===== config.mk =====
export PLATFORM = sky130hd
export DESIGN_NAME = kway_run_merger
export DESIGN_NICKNAME = d
export VERILOG_FILES = /design/src/rtl/kwm_pkg.sv /design/src/rtl/kwm_cell.sv /design/src/rtl/kway_run_merger.sv
export SDC_FILE = /design/constraint.sdc
export NUM_CORES = 1
export LEC_CHECK = 0
export ABC_AREA = 1
export BUFFER_PORTS_ARGS = -buffer_cell sky130_fd_sc_hd__clkbuf_2
export CORE_ASPECT_RATIO = 1.25
export CORE_MARGIN = 3
export CORE_UTILIZATION = 57
export CTS_BUF_LIST = sky130_fd_sc_hd__clkbuf_8
export CTS_CLUSTER_DIAMETER = 30
export DETAILED_ROUTE_END_ITERATION = 10
export PLACE_DENSITY = 0.77
export SLEW_MARGIN = 20
export SYNTH_ARGS = -nofsm -noshare
export SYNTH_HDL_FRONTEND = slang
export SYNTH_SLANG_ARGS = --single-unit

===== constraint.sdc =====
create_clock -name clk -period 6.43 [get_ports clk]
set_input_delay 0.9645 -clock clk [delete_from_list [all_inputs] [get_ports clk]]
set_output_delay 0.9645 -clock clk [all_outputs]
set_load 0.01 [all_outputs]

===== src/rtl/kwm_pkg.sv =====
// ----------------------------------------------------------------------------
// kwm_pkg
// Shared constants and types of the multiway run merger: item kinds, head
// states and the structs that travel between the top level and its cells.
// ----------------------------------------------------------------------------
`default_nettype none

package kwm_pkg;

  localparam int TAPES_DEF = 4;

  localparam int KindW = 2;
  localparam int TapeW = 2;
  localparam int KeyW  = 32;
  localparam int IdW   = 32;
  localparam int NextW = 3;

  localparam logic [KindW-1:0] KIND_RECORD  = 2'd0;
  localparam logic [KindW-1:0] KIND_RUN_END = 2'd1;
  localparam logic [KindW-1:0] KIND_EXHAUST = 2'd2;

  localparam logic [1:0] HS_PENDING   = 2'd0;
  localparam logic [1:0] HS_ACTIVE    = 2'd1;
  localparam logic [1:0] HS_RUN_END   = 2'd2;
  localparam logic [1:0] HS_EXHAUSTED = 2'd3;

  typedef struct packed {
    logic [KindW-1:0]       kind;
    logic signed [KeyW-1:0] key;
    logic [IdW-1:0]         id;
  } head_wr_t;

  typedef struct packed {
    logic                   found;
    logic                   all_exh;
    logic signed [KeyW-1:0] key;
    logic [IdW-1:0]         id;
  } cand_t;

endpackage

`default_nettype wire


===== src/rtl/kwm_cell.sv =====
// ----------------------------------------------------------------------------
// kwm_cell
// One tape head of the merger. It holds the head's state, key and id, and
// folds its head into the candidate that passes through it on its way down
// the chain, one cell per clock.
// ----------------------------------------------------------------------------
`default_nettype none

module kwm_cell #(
  parameter int TAPES    = kwm_pkg::TAPES_DEF,
  parameter int CELL_IDX = 0,
  localparam int IdxW    = (TAPES > 1) ? $clog2(TAPES) : 1
) (
  input  wire logic             clk,
  input  wire logic             rst_n,
  input  wire logic             wr_en,
  input  wire kwm_pkg::head_wr_t wr,
  input  wire logic             clr,
  input  wire logic             cand_vld_i,
  input  wire kwm_pkg::cand_t   cand_i,
  input  wire logic [IdxW-1:0]  cand_idx_i,
  output logic                  cand_vld_o,
  output kwm_pkg::cand_t        cand_o,
  output logic [IdxW-1:0]       cand_idx_o,
  output logic                  pending_o
);

  logic [1:0]                      status_r;
  logic signed [kwm_pkg::KeyW-1:0] key_r;
  logic [kwm_pkg::IdW-1:0]         id_r;
  logic                            vld_r;
  kwm_pkg::cand_t                  cand_r;
  logic [IdxW-1:0]                 idx_r;
  kwm_pkg::cand_t                  cand_nxt;
  logic [IdxW-1:0]                 idx_nxt;
  logic                            active;
  logic                            take;

  assign active = (status_r == kwm_pkg::HS_ACTIVE);
  assign take   = active && (!cand_i.found || (key_r <= cand_i.key));

  always_comb begin
    cand_nxt.found   = cand_i.found | active;
    cand_nxt.all_exh = cand_i.all_exh & (status_r == kwm_pkg::HS_EXHAUSTED);
    cand_nxt.key     = take ? key_r : cand_i.key;
    cand_nxt.id      = take ? id_r : cand_i.id;
    idx_nxt          = take ? IdxW'(CELL_IDX) : cand_idx_i;
  end

  always_ff @(posedge clk) begin
    if (!rst_n) begin
      status_r <= kwm_pkg::HS_PENDING;
      vld_r    <= 1'b0;
    end else begin
      vld_r <= cand_vld_i;
      if (clr) begin
        status_r <= kwm_pkg::HS_PENDING;
      end else if (wr_en && (status_r == kwm_pkg::HS_PENDING)) begin
        case (wr.kind)
          kwm_pkg::KIND_RECORD:  status_r <= kwm_pkg::HS_ACTIVE;
          kwm_pkg::KIND_RUN_END: status_r <= kwm_pkg::HS_RUN_END;
          kwm_pkg::KIND_EXHAUST: status_r <= kwm_pkg::HS_EXHAUSTED;
          default:               status_r <= status_r;
        endcase
      end
    end
  end

  always_ff @(posedge clk) begin
    if (wr_en && (status_r == kwm_pkg::HS_PENDING) && (wr.kind == kwm_pkg::KIND_RECORD)) begin
      key_r <= wr.key;
      id_r  <= wr.id;
    end
    cand_r <= cand_nxt;
    idx_r  <= idx_nxt;
  end

  assign cand_vld_o = vld_r;
  assign cand_o     = cand_r;
  assign cand_idx_o = idx_r;
  assign pending_o  = (status_r == kwm_pkg::HS_PENDING);

endmodule

`default_nettype wire


===== src/rtl/kway_run_merger.sv =====
// An item whose tape head leaves some head still waiting for input passes
// through the transfer and then the pending check. An item that completes
// the set of heads passes through the check, the chain of head cells (one
// cell per tape) that the selection candidate moves through, a capture into
// the result register and the load of the output register. Input transfers
// stall while an item is being worked on; the output register lets a
// finished result wait for its transfer while the next item is taken in.
// ----------------------------------------------------------------------------
// kway_run_merger
// Balanced multiway merge of sorted runs. Keeps one head per tape, emits the
// smallest signed key (ties to the highest tape), run-end markers and the
// pass-done indication, and names the tape to feed next.
// ----------------------------------------------------------------------------
`default_nettype none

module kway_run_merger #(
  parameter int TAPES = kwm_pkg::TAPES_DEF
) (
  input  wire logic                          clk,
  input  wire logic                          rst_n,
  input  wire logic                          in_valid,
  output logic                               in_stall,
  input  wire logic [kwm_pkg::KindW-1:0]     in_kind,
  input  wire logic [kwm_pkg::TapeW-1:0]     in_tape,
  input  wire logic signed [kwm_pkg::KeyW-1:0] in_sort_key,
  input  wire logic [kwm_pkg::IdW-1:0]       in_record_id,
  output logic                               out_valid,
  input  wire logic                          out_stall,
  output logic signed [kwm_pkg::KeyW-1:0]    out_key,
  output logic [kwm_pkg::IdW-1:0]            out_id,
  output logic [kwm_pkg::TapeW-1:0]          out_source_tape,
  output logic                               out_run_end,
  output logic                               out_pass_done,
  output logic [kwm_pkg::NextW-1:0]          out_next_tape
);

  localparam int IdxW = (TAPES > 1) ? $clog2(TAPES) : 1;
  localparam logic [kwm_pkg::NextW-1:0] AllCode = kwm_pkg::NextW'(TAPES);

  localparam logic [1:0] ST_IDLE  = 2'd0;
  localparam logic [1:0] ST_CHECK = 2'd1;
  localparam logic [1:0] ST_SCAN  = 2'd2;
  localparam logic [1:0] ST_EMIT  = 2'd3;

  logic [1:0]        state_r;
  logic [1:0]        state_nxt;
  logic              in_xfer;
  logic              launch;
  logic              load_out;
  logic              any_pend;
  logic [TAPES-1:0]  pend;
  logic [TAPES-1:0]  stage_vld;
  logic              chain_vld [0:TAPES];
  kwm_pkg::cand_t    chain     [0:TAPES];
  logic [IdxW-1:0]   chain_idx [0:TAPES];
  kwm_pkg::head_wr_t wr;
  kwm_pkg::cand_t    res_r;
  logic [IdxW-1:0]   res_idx_r;
  logic [31:0]       res_idx_ext;

  logic                            out_valid_r;
  logic signed [kwm_pkg::KeyW-1:0] out_key_r;
  logic [kwm_pkg::IdW-1:0]         out_id_r;
  logic [kwm_pkg::TapeW-1:0]       out_source_tape_r;
  logic                            out_run_end_r;
  logic                            out_pass_done_r;
  logic [kwm_pkg::NextW-1:0]       out_next_tape_r;

  assign in_stall = (state_r != ST_IDLE);
  assign in_xfer  = in_valid && !in_stall;
  assign any_pend = |pend;
  assign launch   = (state_r == ST_CHECK) && !any_pend;
  assign load_out = (state_r == ST_EMIT) && (!out_valid_r || !out_stall);

  assign wr.kind = in_kind;
  assign wr.key  = in_sort_key;
  assign wr.id   = in_record_id;

  assign chain_vld[0]       = launch;
  assign chain[0].found     = 1'b0;
  assign chain[0].all_exh   = 1'b1;
  assign chain[0].key       = '0;
  assign chain[0].id        = '0;
  assign chain_idx[0]       = '0;

  for (genvar i = 0; i < TAPES; i++) begin : g_cell
    logic cell_wr_en;
    logic cell_clr;

    assign cell_wr_en = in_xfer && (32'(in_tape) == i);
    assign cell_clr   = load_out && (!res_r.found || (res_idx_r == IdxW'(i)));

    kwm_cell #(
      .TAPES    (TAPES),
      .CELL_IDX (i)
    ) u_cell (
      .clk        (clk),
      .rst_n      (rst_n),
      .wr_en      (cell_wr_en),
      .wr         (wr),
      .clr        (cell_clr),
      .cand_vld_i (chain_vld[i]),
      .cand_i     (chain[i]),
      .cand_idx_i (chain_idx[i]),
      .cand_vld_o (chain_vld[i+1]),
      .cand_o     (chain[i+1]),
      .cand_idx_o (chain_idx[i+1]),
      .pending_o  (pend[i])
    );

    assign stage_vld[i] = chain_vld[i+1];
  end

  always_comb begin
    state_nxt = state_r;
    case (state_r)
      ST_IDLE:  if (in_xfer) state_nxt = ST_CHECK;
      ST_CHECK: state_nxt = any_pend ? ST_IDLE : ST_SCAN;
      ST_SCAN:  if (chain_vld[TAPES]) state_nxt = ST_EMIT;
      ST_EMIT:  if (load_out) state_nxt = ST_IDLE;
      default:  state_nxt = ST_IDLE;
    endcase
  end

  always_ff @(posedge clk) begin
    if (!rst_n) begin
      state_r     <= ST_IDLE;
      out_valid_r <= 1'b0;
    end else begin
      state_r <= state_nxt;
      if (load_out) begin
        out_valid_r <= 1'b1;
      end else if (!out_stall) begin
        out_valid_r <= 1'b0;
      end
    end
  end

  assign res_idx_ext = 32'(res_idx_r);

  always_ff @(posedge clk) begin
    if ((state_r == ST_SCAN) && chain_vld[TAPES]) begin
      res_r     <= chain[TAPES];
      res_idx_r <= chain_idx[TAPES];
    end
    if (load_out) begin
      out_key_r         <= res_r.found ? res_r.key : '0;
      out_id_r          <= res_r.found ? res_r.id : '0;
      out_source_tape_r <= res_r.found ? res_idx_ext[kwm_pkg::TapeW-1:0] : '0;
      out_run_end_r     <= !res_r.found && !res_r.all_exh;
      out_pass_done_r   <= !res_r.found && res_r.all_exh;
      out_next_tape_r   <= res_r.found ? res_idx_ext[kwm_pkg::NextW-1:0] : AllCode;
    end
  end

  assign out_valid       = out_valid_r;
  assign out_key         = out_key_r;
  assign out_id          = out_id_r;
  assign out_source_tape = out_source_tape_r;
  assign out_run_end     = out_run_end_r;
  assign out_pass_done   = out_pass_done_r;
  assign out_next_tape   = out_next_tape_r;

  a_accept_to_check: assert property (@(posedge clk) disable iff (!rst_n)
    in_xfer |=> (state_r == ST_CHECK))
    else $error("accepted item did not move to the pending check");

  a_pending_back_to_idle: assert property (@(posedge clk) disable iff (!rst_n)
    ((state_r == ST_CHECK) && any_pend) |=> (state_r == ST_IDLE))
    else $error("pending head did not return the block to idle");

  a_one_candidate: assert property (@(posedge clk) disable iff (!rst_n)
    $onehot0(stage_vld))
    else $error("more than one candidate in the cell chain");

  a_chain_only_in_scan: assert property (@(posedge clk) disable iff (!rst_n)
    chain_vld[TAPES] |-> (state_r == ST_SCAN))
    else $error("candidate left the chain outside the scan");

  a_record_result: assert property (@(posedge clk) disable iff (!rst_n)
    (load_out && res_r.found) |=> (out_valid && !out_run_end && !out_pass_done))
    else $error("record result carries a marker flag");

endmodule

`default_nettype wire

# After elaboration in Yosys (flattened, before gate mapping)
# Cells that the tools add are included.
dict set report totals {
  ff_bits 678
  out_inout_bits 73
  elab_cells 159
}
dict set report op_classes {
  magnitude_cmp 3
  n_eq_ne 23
  n_mux 16
  bitwise 7
  reduce_logical 62
}
# cell n
set ops {}
lappend ops {{two-way mux 32 bit} 6}
lappend ops {{less-or-equal comparator 32 bit} 3}
lappend ops {{logical AND 1 bit} 25}
lappend ops {{equality test 2 bit (second input constant)} 11}
lappend ops {{equality test 2 x 1 -> 1 bit (second input constant)} 8}
lappend ops {{logical NOT 2 bit} 8}
lappend ops {{logical NOT 1 bit} 9}
lappend ops {{logical OR 1 bit} 8}
lappend ops {{two-way mux 2 bit} 4}
lappend ops {{case mux 2 bit (4 select lines)} 1}
lappend ops {{AND reduction 2 bit} 4}
lappend ops {{OR reduction 2 bit} 4}
lappend ops {{case mux 2 bit (3 select lines)} 1}
lappend ops {{!= test 2 x 1 -> 1 bit (second input constant)} 2}
lappend ops {{!= test 2 bit (second input constant)} 2}
lappend ops {{OR reduction 4 bit} 1}
lappend ops {{AND 1 bit} 3}
lappend ops {{two-way mux 1 bit} 3}
lappend ops {{two-way mux 3 bit} 1}
lappend ops {{bitwise OR 1 bit} 3}
lappend ops {{AND reduction 3 bit} 1}
lappend ops {{nonzero test 3 bit} 1}
lappend ops {{nonzero test 2 bit} 1}
lappend ops {{inverter 1 bit} 1}

# Longest topological paths before layout
dict set report depth {
  depth_word 6
  ltp_mapped 20
  depth_no_buf 18
}

# Cells and area by module
# Synthesis repeated with hierarchy kept, for this count alone.
dict set report hier_totals {
  cells_unflattened 2427
  area_unflattened_um2 26421.6
}
# mod instances cells_per_inst area_per_inst_um2 seq_area_each_um2
set modules_own_cells {}
lappend modules_own_cells {{kwm_cell (g_cell[1].u_cell ...)} 2 524 5338.9 3343.2}
lappend modules_own_cells {{kwm_cell (g_cell[0].u_cell)} 1 526 5426.5 3343.2}
lappend modules_own_cells {{kwm_cell (g_cell[3].u_cell)} 1 525 5341.4 3343.2}
lappend modules_own_cells {kway_run_merger 1 328 4976.0 4174.0}

# Least setup slack after synthesis
# OpenSTA, ideal clock, no wires.
dict set report synth_timing {
  path_type {reg-to-reg}
  from {register (tool-made name)}
  to {register res_idx_r[0], enable pin}
  setup_ns 0.591
  arrival_ns 5.367
  t_required_ns 5.839
  slack_ns 0.472
  stages_incl_launch_ff 3
  path_buffers 0
  period_less_slack_ns 5.958
  cell_sequence {dfxtp_1 > inv_1 > nor3b_1}
}
# item line_no
set synth_rtl {}
lappend synth_rtl {{end signal, assigned} kway_run_merger.sv:144} ;# res_idx_r <= chain_idx[TAPES];
lappend synth_rtl {{end, declared} kway_run_merger.sv:58} ;# logic [IdxW-1:0] res_idx_r;

# Worst setup path in the final report
dict set report layout_timing {
  from {register state_r[0]}
  to {register g_cell[2].u_cell.key_r[18] in the netlist's numbering, enable pin}
}
dict set report layout_between {
  elab_chain_len 6
}
# item line_no
set layout_lines {}
lappend layout_lines {{start, declared} kway_run_merger.sv:45} ;# logic [1:0] state_r;
lappend layout_lines {{start signal, assigned} kway_run_merger.sv:130} ;# state_r <= state_nxt;
lappend layout_lines {{nonzero test 2 bit} kway_run_merger.sv:69} ;# assign in_stall = (state_r != ST_IDLE);
lappend layout_lines {{logical NOT 1 bit} kway_run_merger.sv:70} ;# assign in_xfer = in_valid && !in_stall;
lappend layout_lines {{logical AND 1 bit} kway_run_merger.sv:70}
lappend layout_lines {{logical AND 1 bit} kway_run_merger.sv:90} ;# assign cell_wr_en = in_xfer && (32'(in_tape) == i);
lappend layout_lines {{logical AND 1 bit (2 in a row)} kwm_cell.sv:70} ;# if (wr_en && (status_r == kwm_pkg::HS_PENDING) && (wr.kind == kwm_pkg::KIND_RECORD)) begin
lappend layout_lines {{end signal, assigned} kwm_cell.sv:71} ;# key_r <= wr.key;
lappend layout_lines {{end, declared} kwm_cell.sv:29} ;# logic signed [kwm_pkg::KeyW-1:0] key_r;
# Every way passes these cells.
# A chain may end at the register's enable or synchronous reset.

==> metrics.md <==
| Metric | Value |
|---|---|
| Top-count cell post-synth | nand2_1 |
| Worst Path Required | 6700 ps |
| Hold-fix buffers, CTS | 0 |
| Grt met2 use | 0.392 |
| Synthesized area | 0.0246 mm^2 |
| Combinational power share | 0.038 |
| Num ports | 145 |
| Final nets | 2513 |
| Power Density | around 310 mW/mm^2 |
| Grt met1 use | 0.261 |
| Largest fanout on the critical path | 39 |
| # fillers | 3024 |
| Core region area | 0.0424 mm^2 |
| Post-synth top area cell | edfxtp_1 |
| CP Launch Type | register |
| Buf/Inv on CP | 4 |
| Layout cells sized above 1 | 0.139 |
| Final antenna-violating net count | 0 |
| Routed wire length | about 50000 um |
| Flops & latches, synth | 677 |
| Largest net degree at the start of global routing | 69 |
| Pre-Repair DR Iteration Count | 5 |
| Cell chain of the critical path | nor2_1, inv_1, nor2_1, inv_1, nor4_1, inv_1, nor2_4, buf_4 |
| Seq pwr share | 0.549 |
| Count of different cell masters after synthesis | 33 |
| Share of flip-flops with an asynchronous set or reset | 0 |
| Initial DRC Count | 942 |
| Crit-path max cell delay | 750 ps |
| Net Sw Power | 1850 uW |
| Clock Pin Slew Worst Setup and Hold Paths | 60 ps |
| M3 GR Usage | 0.0401 |
| Top cells by count, synth | nand2_1, edfxtp_1, inv_1 |
| CTS-repair resized insts | 0 |
| DIE WIDTH | 192 um |
| Worst-Margin Slew | 1050 ps |
| Synthesized instance count | 2152 |
| Most used routing layer | met2 |
| Initial core utilization | 0.581 |
| Register area share after synthesis | 0.710 |
| Clk_lat worst skew | 660 ps |
| GPL Wtd Cong | 0.811 |
| Standard-cell rows | 84 |
| Initial antenna violation count | 7 |
| Clock tree from TritonCTS | done |
| Hold Startpoint | g_cell[3].u_cell.cand_o[42] |
| Min Tclk post-route | 3310 ps |
| Cts bufs inserted | between 100 and 150 |
| H-tree levels | 3 |
| Largest delay share family, worst path | simple AND/OR/NAND/NOR gates |
| Clk_skew | roughly 34 ps |
| DIE AREA | between 0.04 and 0.05 mm^2 |
| Post-synth EDFFs | 393 |
| Post-DP HPWL | 30200 um |
| Setup crit end kind | register |
| Switching share of power | 0.215 |
| RSZ-0062 raised after global routing | false |
| Max-Cap Viols | 0 |
| Syn_nets | 2323 |
| Crit Reg-Reg Startpoint | state_r[0] |
| Avg WL per Cell | 16.7 um |
| Sum Neg Setup Slack | 0 ps |
| Power share of the clock group | 0.413 |
| Overflow after GRT | 0 |
| Vias per std cell | 5.11 |
| Via Count | 15314 |
| P_int | 6770 uW |
| CP max-delay cell | nor2_4 |
| Buffers added on ports | 144 |
| R2r setup slk | approximately 3100 ps |
| Reg2Reg Depth | 8 |
| Number of global-route vias before repair | ~16000 |
| Max-slew violations | 0 |
| Die H | about 240 um |
| Synth Flop Type | edfxtp_1 |
| Final hold viol count | 0 |
| DRC | 0 |
| Mapped Avg Cell Area | between 10 and 15 um^2 |
| # setup viols final | 0 |
| First-pass GRT wire length | 79300 um |
| Crit Path Category | register to register |
| WHS Endpoint | res_r[42] |
| R2r endpoint | g_cell[2].u_cell.key_r[18] |
| Tot GR Track Use | 0.223 |
| CTS sink cnt | 677 |
| Synth top area cells | edfxtp_1, dfxtp_1, nand2_1, ha_1, inv_1 |
| Clock root cell | clkbuf_8 |
| Synth warn | 0 |
| Yosys top cell area share | 0.479 |
| Hold path depth | 0 |
| Fmax | between 300 and 400 MHz |
| Tightest Hold Check Type | register to register |
| Post-CTS setup buffers | 0 |
| Status | completed |
| VDD IR-drop max | ~180 uV |
| Max transition margin | 0.299 |
| Max Buffers Root-to-Sink | 3 |
| Multi-input logic area | 0.00556 mm^2 |
| P&R area growth vs syn | 13.5% |
| Post-layout util | 0.659 |
| Flip-flop and latch area | 0.0175 mm^2 |
| Final period utilization | 0.515 |
| Crit path top cell by count | inv_1 |
| Leakage | roughly 0.012 uW |
| Worst Path Arrival | 3580 ps |
[final cells by class]
class,instances,share of cell area
clock buffer,115,0.0567
antenna,5,0.000448
sequential,677,0.626
tap,559,0.0250
multi-input combinational,1096,0.199
inverter,300,0.0403
clock inverter,81,0.0202
timing repair buffer,163,0.0321
[cell usage in the layout (no fill, tap or decap), drive strengths merged]
master / instances
clkinvlp: 5
nand4: 6
ha: 99
a2111oi: 1
edfxtp: 393
clkbuf: 259
a211oi: 1
o31ai: 1
inv: 337
nor2: 114
dfxtp: 284
nor4: 5
a21o: 4
a21oi: 55
o21ai: 14
buf: 19
a31oi: 1
nand3: 211
nor3: 3
clkinv: 31
diode: 5
nor3b: 2
nand2: 573
bufinv: 8
o21a: 6
[stage by stage]
step	instances	setup slack [ps]	hold WS (ps)	area [um^2]	power (uW)
2_1_floorplan	2152	472	386	24600	5020
3_3_place_gp	2793	2710	385	25700	5130
3_5_place_dp	2794	2690	389	25700	5150
4_1_cts	2990	3150	394	27900	8690
5_1_grt	2996	2960	401	27900	8930
6_report	2996	3120	393	27900	8610
[per-layer routing]
| layer | routed length (um) | up-vias |
|---|---|---|
| li1 | - | 7398 |
| met1 | 19600 | 7304 |
| met2 | 25500 | 490 |
| met3 | 3200 | 120 |
| met4 | 1810 | 2 |
| met5 | 13 | - |
[power by group through the flow]
stage | clock network [uW] | logic [uW] | registers (uW)
finish | 3560 | 326 | 4730
global route | 3820 | 366 | 4740
CTS | 3630 | 326 | 4730
detailed placement | 0 | 324 | 4820
global placement | 0 | 308 | 4820
floorplan | 0 | 202 | 4820
[registers in the layout, summed over array words and instances, names as in the netlist, 3 cells and up, named ones only]
signal                    count
out_key                      32
g_cell.u_cell.cand_vld_o      4
g_cell.u_cell.status_r        8
out_next_tape                 3
out_id                       32
g_cell.u_cell.id_r          128
g_cell.u_cell.cand_o        264
res_r                        66
g_cell.u_cell.cand_idx_o      5
g_cell.u_cell.key_r         128
[cells by family (layout without fill, tap and decap cells)]
logic type / count (synthesis) / after routing / synth area share
buf+inv: 379 / 659 / 0.0665
other cells: 0 / 5 / 0
simple gates: 914 / 914 / 0.154
fa+ha+maj: 99 / 99 / 0.0503
compound gates: 83 / 83 / 0.0183
flops: 677 / 677 / 0.710
[how the worst max path moves through the flow]
stage	start	end	slack [ps]	cells after the start
after floorplan	register	res_idx_r[0]	470	2
after global placement	in_valid	g_cell[1].u_cell.key_r[16]	2710	8
after detailed placement	in_valid	g_cell[2].u_cell.key_r[19]	2690	8
after CTS	state_r[0]	g_cell[2].u_cell.key_r[18]	3150	8
after global routing	state_r[0]	g_cell[2].u_cell.key_r[18]	2960	8
final	state_r[0]	g_cell[2].u_cell.key_r[18]	3120	8
(Power assumes the default switching activity.)
